### src/rtl/core/tpcb_pkg.sv
`timescale 1ns / 1ps
`default_nettype none
// ----------------------------------------------------------------------------
// tpcb_pkg
// Shared types, constants and the reciprocal table of the color bleed unit.
// ----------------------------------------------------------------------------
package tpcb_pkg;

   localparam int DEFAULT_MAX_WIDTH = 2048;
   localparam int WIDTH_RESET       = 640;
   localparam int HEIGHT_RESET      = 480;
   localparam int HEIGHT_LIMIT      = 4096;

   localparam int CSR_INDEX_W  = 4;
   localparam int CSR_DATA_W   = 13;
   localparam int CFG_WIDTH_W  = 12;
   localparam int CFG_HEIGHT_W = 13;

   localparam logic [CSR_INDEX_W-1:0] CFG_IDX_WIDTH  = 4'd0;
   localparam logic [CSR_INDEX_W-1:0] CFG_IDX_HEIGHT = 4'd1;

   localparam logic CMD_FLUSH = 1'b1;

   localparam int ROW_W       = 13;
   localparam int OUT_ROW_W   = 12;
   localparam int SUM_W       = 11;
   localparam int CNT_W       = 4;
   localparam int RECIP_W     = 19;
   localparam int RECIP_SHIFT = 18;
   localparam int PROD_W      = SUM_W + RECIP_W;

   typedef struct packed {
      logic [7:0] alpha;
      logic [7:0] blue;
      logic [7:0] green;
      logic [7:0] red;
   } pixel_type;

   typedef struct packed {
      pixel_type upper;
      pixel_type middle;
   } row_pair_type;

   typedef struct packed {
      logic capture;
      logic shift;
      logic sum;
      logic load;
   } ctrl_cmd_type;

   typedef struct packed {
      logic pixel_phase;
      logic emit;
      logic out_free;
   } ctrl_status_type;

   // ceil(2^18 / n): exact floor division for sums below 2048
   function automatic logic [RECIP_W-1:0] recip(input logic [CNT_W-1:0] n);
      logic [RECIP_W-1:0] r;
      unique case (n)
         4'd1:    r = 19'd262144;
         4'd2:    r = 19'd131072;
         4'd3:    r = 19'd87382;
         4'd4:    r = 19'd65536;
         4'd5:    r = 19'd52429;
         4'd6:    r = 19'd43691;
         4'd7:    r = 19'd37450;
         4'd8:    r = 19'd32768;
         default: r = '0;
      endcase
      return r;
   endfunction

endpackage
`default_nettype wire

### src/rtl/core/tpcb_ctrl.sv
`timescale 1ns / 1ps
`default_nettype none
// ----------------------------------------------------------------------------
// tpcb_ctrl
// Sequencer: accept, window shift, neighbor sum, divide and output load.
// ----------------------------------------------------------------------------
module tpcb_ctrl (
   input  wire logic                      clock,
   input  wire logic                      reset,
   input  wire logic                      req_valid,
   input  wire logic                      req_command,
   output logic                           req_ready,
   input  wire tpcb_pkg::ctrl_status_type status,
   output tpcb_pkg::ctrl_cmd_type         cmd
);

   localparam logic [1:0] ST_IDLE  = 2'd0;
   localparam logic [1:0] ST_SHIFT = 2'd1;
   localparam logic [1:0] ST_SUM   = 2'd2;
   localparam logic [1:0] ST_EMIT  = 2'd3;

   logic [1:0] state_ff;
   logic [1:0] state_in;

   always_comb begin
      state_in  = state_ff;
      cmd       = '0;
      req_ready = 1'b0;
      unique case (state_ff)
         ST_IDLE: begin
            req_ready = 1'b1;
            // drop flush items while pixels are still expected
            if (req_valid && !(status.pixel_phase && req_command == tpcb_pkg::CMD_FLUSH)) begin
               cmd.capture = 1'b1;
               state_in    = ST_SHIFT;
            end
         end
         ST_SHIFT: begin
            cmd.shift = 1'b1;
            state_in  = status.emit ? ST_SUM : ST_IDLE;
         end
         ST_SUM: begin
            cmd.sum  = 1'b1;
            state_in = ST_EMIT;
         end
         ST_EMIT: begin
            if (status.out_free) begin
               cmd.load = 1'b1;
               state_in = ST_IDLE;
            end
         end
      endcase
   end

   always_ff @(posedge clock) begin
      if (reset) begin
         state_ff <= ST_IDLE;
      end else begin
         state_ff <= state_in;
      end
   end

endmodule
`default_nettype wire

### config.mk
export PLATFORM = sky130hd
export DESIGN_NAME = tpcb_ctrl
export DESIGN_NICKNAME = d
export VERILOG_FILES = /design/src/rtl/core/tpcb_pkg.sv /design/src/rtl/core/tpcb_ctrl.sv
export SDC_FILE = /design/constraint.sdc
export NUM_CORES = 1
export LEC_CHECK = 0
export BUFFER_PORTS_ARGS = -buffer_cell sky130_fd_sc_hd__buf_2
export CAP_MARGIN = 20
export CORE_AREA = 4 4 41 43
export CTS_CLUSTER_SIZE = 16
export DETAILED_ROUTE_END_ITERATION = 12
export DIE_AREA = 0 0 45 47
export GPL_TIMING_DRIVEN = 0
export SLEW_MARGIN = 20
export SYNTH_ARGS = -nofsm -noshare
export SYNTH_HDL_FRONTEND = slang
export SYNTH_SLANG_ARGS = --single-unit
### constraint.sdc
create_clock -name clock -period 1.7 [get_ports clock]
set_input_delay 0.34 -clock clock [delete_from_list [all_inputs] [get_ports clock]]
set_output_delay 0.34 -clock clock [all_outputs]
set_load 0.01 [all_outputs]
* Word-level counts from Yosys, hierarchy flattened
Cells that the tools add are included.
** Storage, ports and cells
- Register bits :: 2
- Output and inout bits :: 5
- Word-level logic and storage cells :: 22
- Input port bits :: 7
** Cells by class
- Reductions and logical operators :: 5
- Mux-type cells :: 11
- Equality and inequality tests :: 5
** Operators by type and width (number)
- one-hot mux 2 bit (4 select lines) :: 1
- two-way mux 1 bit :: 7
- two-way mux 2 bit :: 3
- equality test 2 bit, second input constant :: 2
- inequality test 2 bit, second input constant :: 2
- equality test 2 x 1 -> 1 bit, second input constant :: 1
- logical AND 1 bit :: 2
- zero test 2 bit :: 1
- AND reduction 2 bit :: 1
- zero test 1 bit :: 1

* Depth between registers and ports, before layout
- Word-level depth :: 5
- Mapped depth :: 2
- Gate-level depth less buffers :: 2

* Worst setup path before layout
No wires, ideal clock.
- Path type :: input to output
- From :: input req_valid
- To :: output cmd[3] (netlist name)
- Buffers on the path :: 0
- Stages :: 2
- Arrival :: 0.805 ns
- Path slack :: 0.555 ns
- Required time :: 1.360 ns
- Cells stage by stage :: a21bo_1 nor3_1
** RTL lines
- start, declared :: RTL line tpcb_ctrl.sv:10 : input wire logic req_valid,
- end, declared :: RTL line tpcb_ctrl.sv:14 : output tpcb_pkg::ctrl_cmd_type cmd

==> impl_results.md <==
- FP Rows: 13
- Placed cell count: 40
- Syn avg cell area: between 8 and 9 um^2
- Placer Congestion: 0.6144
- Commonest non-fill, non-tap cell in the layout: buf_2
- First-pass GRT wire length: between 500 and 600 um
- Complex-gate fraction of the synthesized area: 25.77%
- Met3 usage: 2.682%
- H-Tree Depth: 1
- Ports: 12
- CP max-delay cell: dfxtp_1
- Max Root-Sink Buffers: 2
- Die Ht: 47 um
- Initial DRC Count: 2
- Synth Instances: 14
- Met1 usage: about 4.8%
- DRC Markers: 0
- Overall power: 203.2 uW
- Final instance count without filler cells: 43
- WL per Instance: 8.674 um
- Synth Area in Simple Gates: 35.05%
- Setup Skew: 0.9617 ps
- Post-DR vias/cell: 3.512
- Root buffer cell: clkbuf_4
- CTS tree: yes
- Clk sink count: 2
- Core ar.: 1301 um^2
- Yosys synthesis warning count: 0
- # setup viols final: 0
- First-pass iteration count of the detailed router: 2
- Placed inst area: 195.2 um^2
- DRT antenna net count: 0
- Skew-Pair Late Insertion Delay: roughly 220 ps
- Worst Path Buf+Inv: 1
- Req. time, crit path: 1360 ps
- Leak: 0.0001179 uW
- Worst slack at placement: about 440 ps
- Power density over cell area: 933.6 nW/um^2
- Period utilisation layout: 77.92%
- Peak supply drop: 0.1239 mV
- Largest family of logic cells by synthesized area: simple AND/OR/NAND/NOR gates
- Area Overhead vs Synth: 79.38%
- Routed WL: roughly 370 um
- Post-Syn Area: 121.4 um^2
- Layout cells sized above 1: between 50% and 60%
- Initial core utilization: 9.327%
- Die area: about 2100 um^2
- Critical Path Max Stage Delay: 430 ps
- RSZ-0062 raised after global routing: false
- Fmax: 754.9 MHz
- Status: finished clean
- Final setup margin: 375.3 ps
- Fin crit period: 1325 ps
- Port bufs: 11
- Worst EP arrival: 980 ps
- Post-synth cell types: 11
- Cell area after layout: between 200 and 250 um^2
- Hold Crit Class: in2reg
- Cts bufs inserted: 3
- Final nets: 37
- Diode count: 0
- Crit path cell chain: and2b_1 > buf_2
- Largest net degree at the start of global routing: 9
- Crit path kind: reg2out
- Setup bufs post-CTS: 0
- Net count after synthesis: 21
- Width of the die: 45 um
- Max transition margin: 84.71%
- Clock transition at path regs: ~30 ps
- Hold buffers post-CTS: 0
- DR vias: around 150
- Post-synthesis sequential area ratio: around a third
- Final hold vios: 0
- Mux share of post-synthesis cell area: 0%
- Maxcap violations: 0
- Synth Area in XOR/XNOR: 0%
- Cell family with most CP delay: flip-flops
- Vias in the first global route: about 160
- Initial antenna violation count: 0
- CP Max Fanout: 8
- Actual slew at the worst max-slew pin: 229.0 ps
- Filler Cell Count: 163
- Worst Setup End Kind: primary output
- CTS resizes: 0
- Met2 layer usage reported by global route: 4.802%
- Fin Setup TNS: 0 ps
- GRT Resource Usage Total: 4.259%
- Max Slew Vio Count: 0
- Synth Area in Adders: 0%
- Worst setup SP type: register
- Gr ovfl total: 0
- Commonest cells after routing, fill and taps aside: buf_2 (11), clkbuf_4 (3), nand2b_1 (2), inv_1 (2), dfxtp_1 (2)
- #FFs+latches synth: 2
- Grt peak-use layer: met4
cells by family after synthesis:
kind of cell / count (synthesis)
compound gates: 3
buf+inv: 2
flops: 2
simple gates: 7
power breakdown:
group	internal [uW]	switching, uW
combinational	22.3	18.3
clock	77.7	25.3
sequential	51.8	7.80
total	152	51.4
layout make-up:
cell class | instances | area, um^2 | share of cell area, %
inverter | 2 | 7.507 | 3.448
tap | 15 | 18.77 | 8.621
sequential | 2 | 40.04 | 18.39
timing repair buffer | 11 | 55.05 | 25.29
multi-input combinational | 10 | 73.82 | 33.91
clock buffer | 3 | 22.52 | 10.34
Yosys cell counts:
master / instances / area (um^2)
a21bo_1: 1 / 10.01
a221oi_2: 1 / 15.01
a31oi_1: 1 / 6.260
and2b_1: 1 / 7.510
and3_1: 1 / 6.260
dfxtp_1: 2 / 40.04
inv_1: 2 / 7.510
nand2b_1: 2 / 12.51
nand3b_1: 1 / 7.510
nor2_1: 1 / 3.750
nor3_1: 1 / 5.000
metal layers:
layer	part of all wire, %	up-vias
met5	0	-
met4	0	0
met3	11	0
met2	41	8
met1	48	64
li1	-	79
stage by stage:
step,util (%),hold slack (ps)
3_3_place_gp,15.00,520.5
4_1_cts,16.73,283.6
2_1_floorplan,-,406.2
3_5_place_dp,15.00,521.8
6_report,16.73,293.6
5_1_grt,16.73,287.2
path summary, 6_finish.rpt:
| path | startpoint | to | slack, ps | cells after the start |
|---|---|---|---|---|
| worst max-delay path | register | cmd[2] | 380 | 2 |
| worst min-delay path | reset | state_ff[0] | 290 | 2 |
| worst max register to register | register | state_ff[0] | 860 | 2 |
| worst min register to register | register | state_ff[0] | 540 | 2 |
worst reg2reg max path: stages, from the launching register on:
cell and delay, ps:
dfxtp_1 430, nand2b_1 120, a221oi_2 210
No activity file was read; power rests on OpenSTA's default activity.
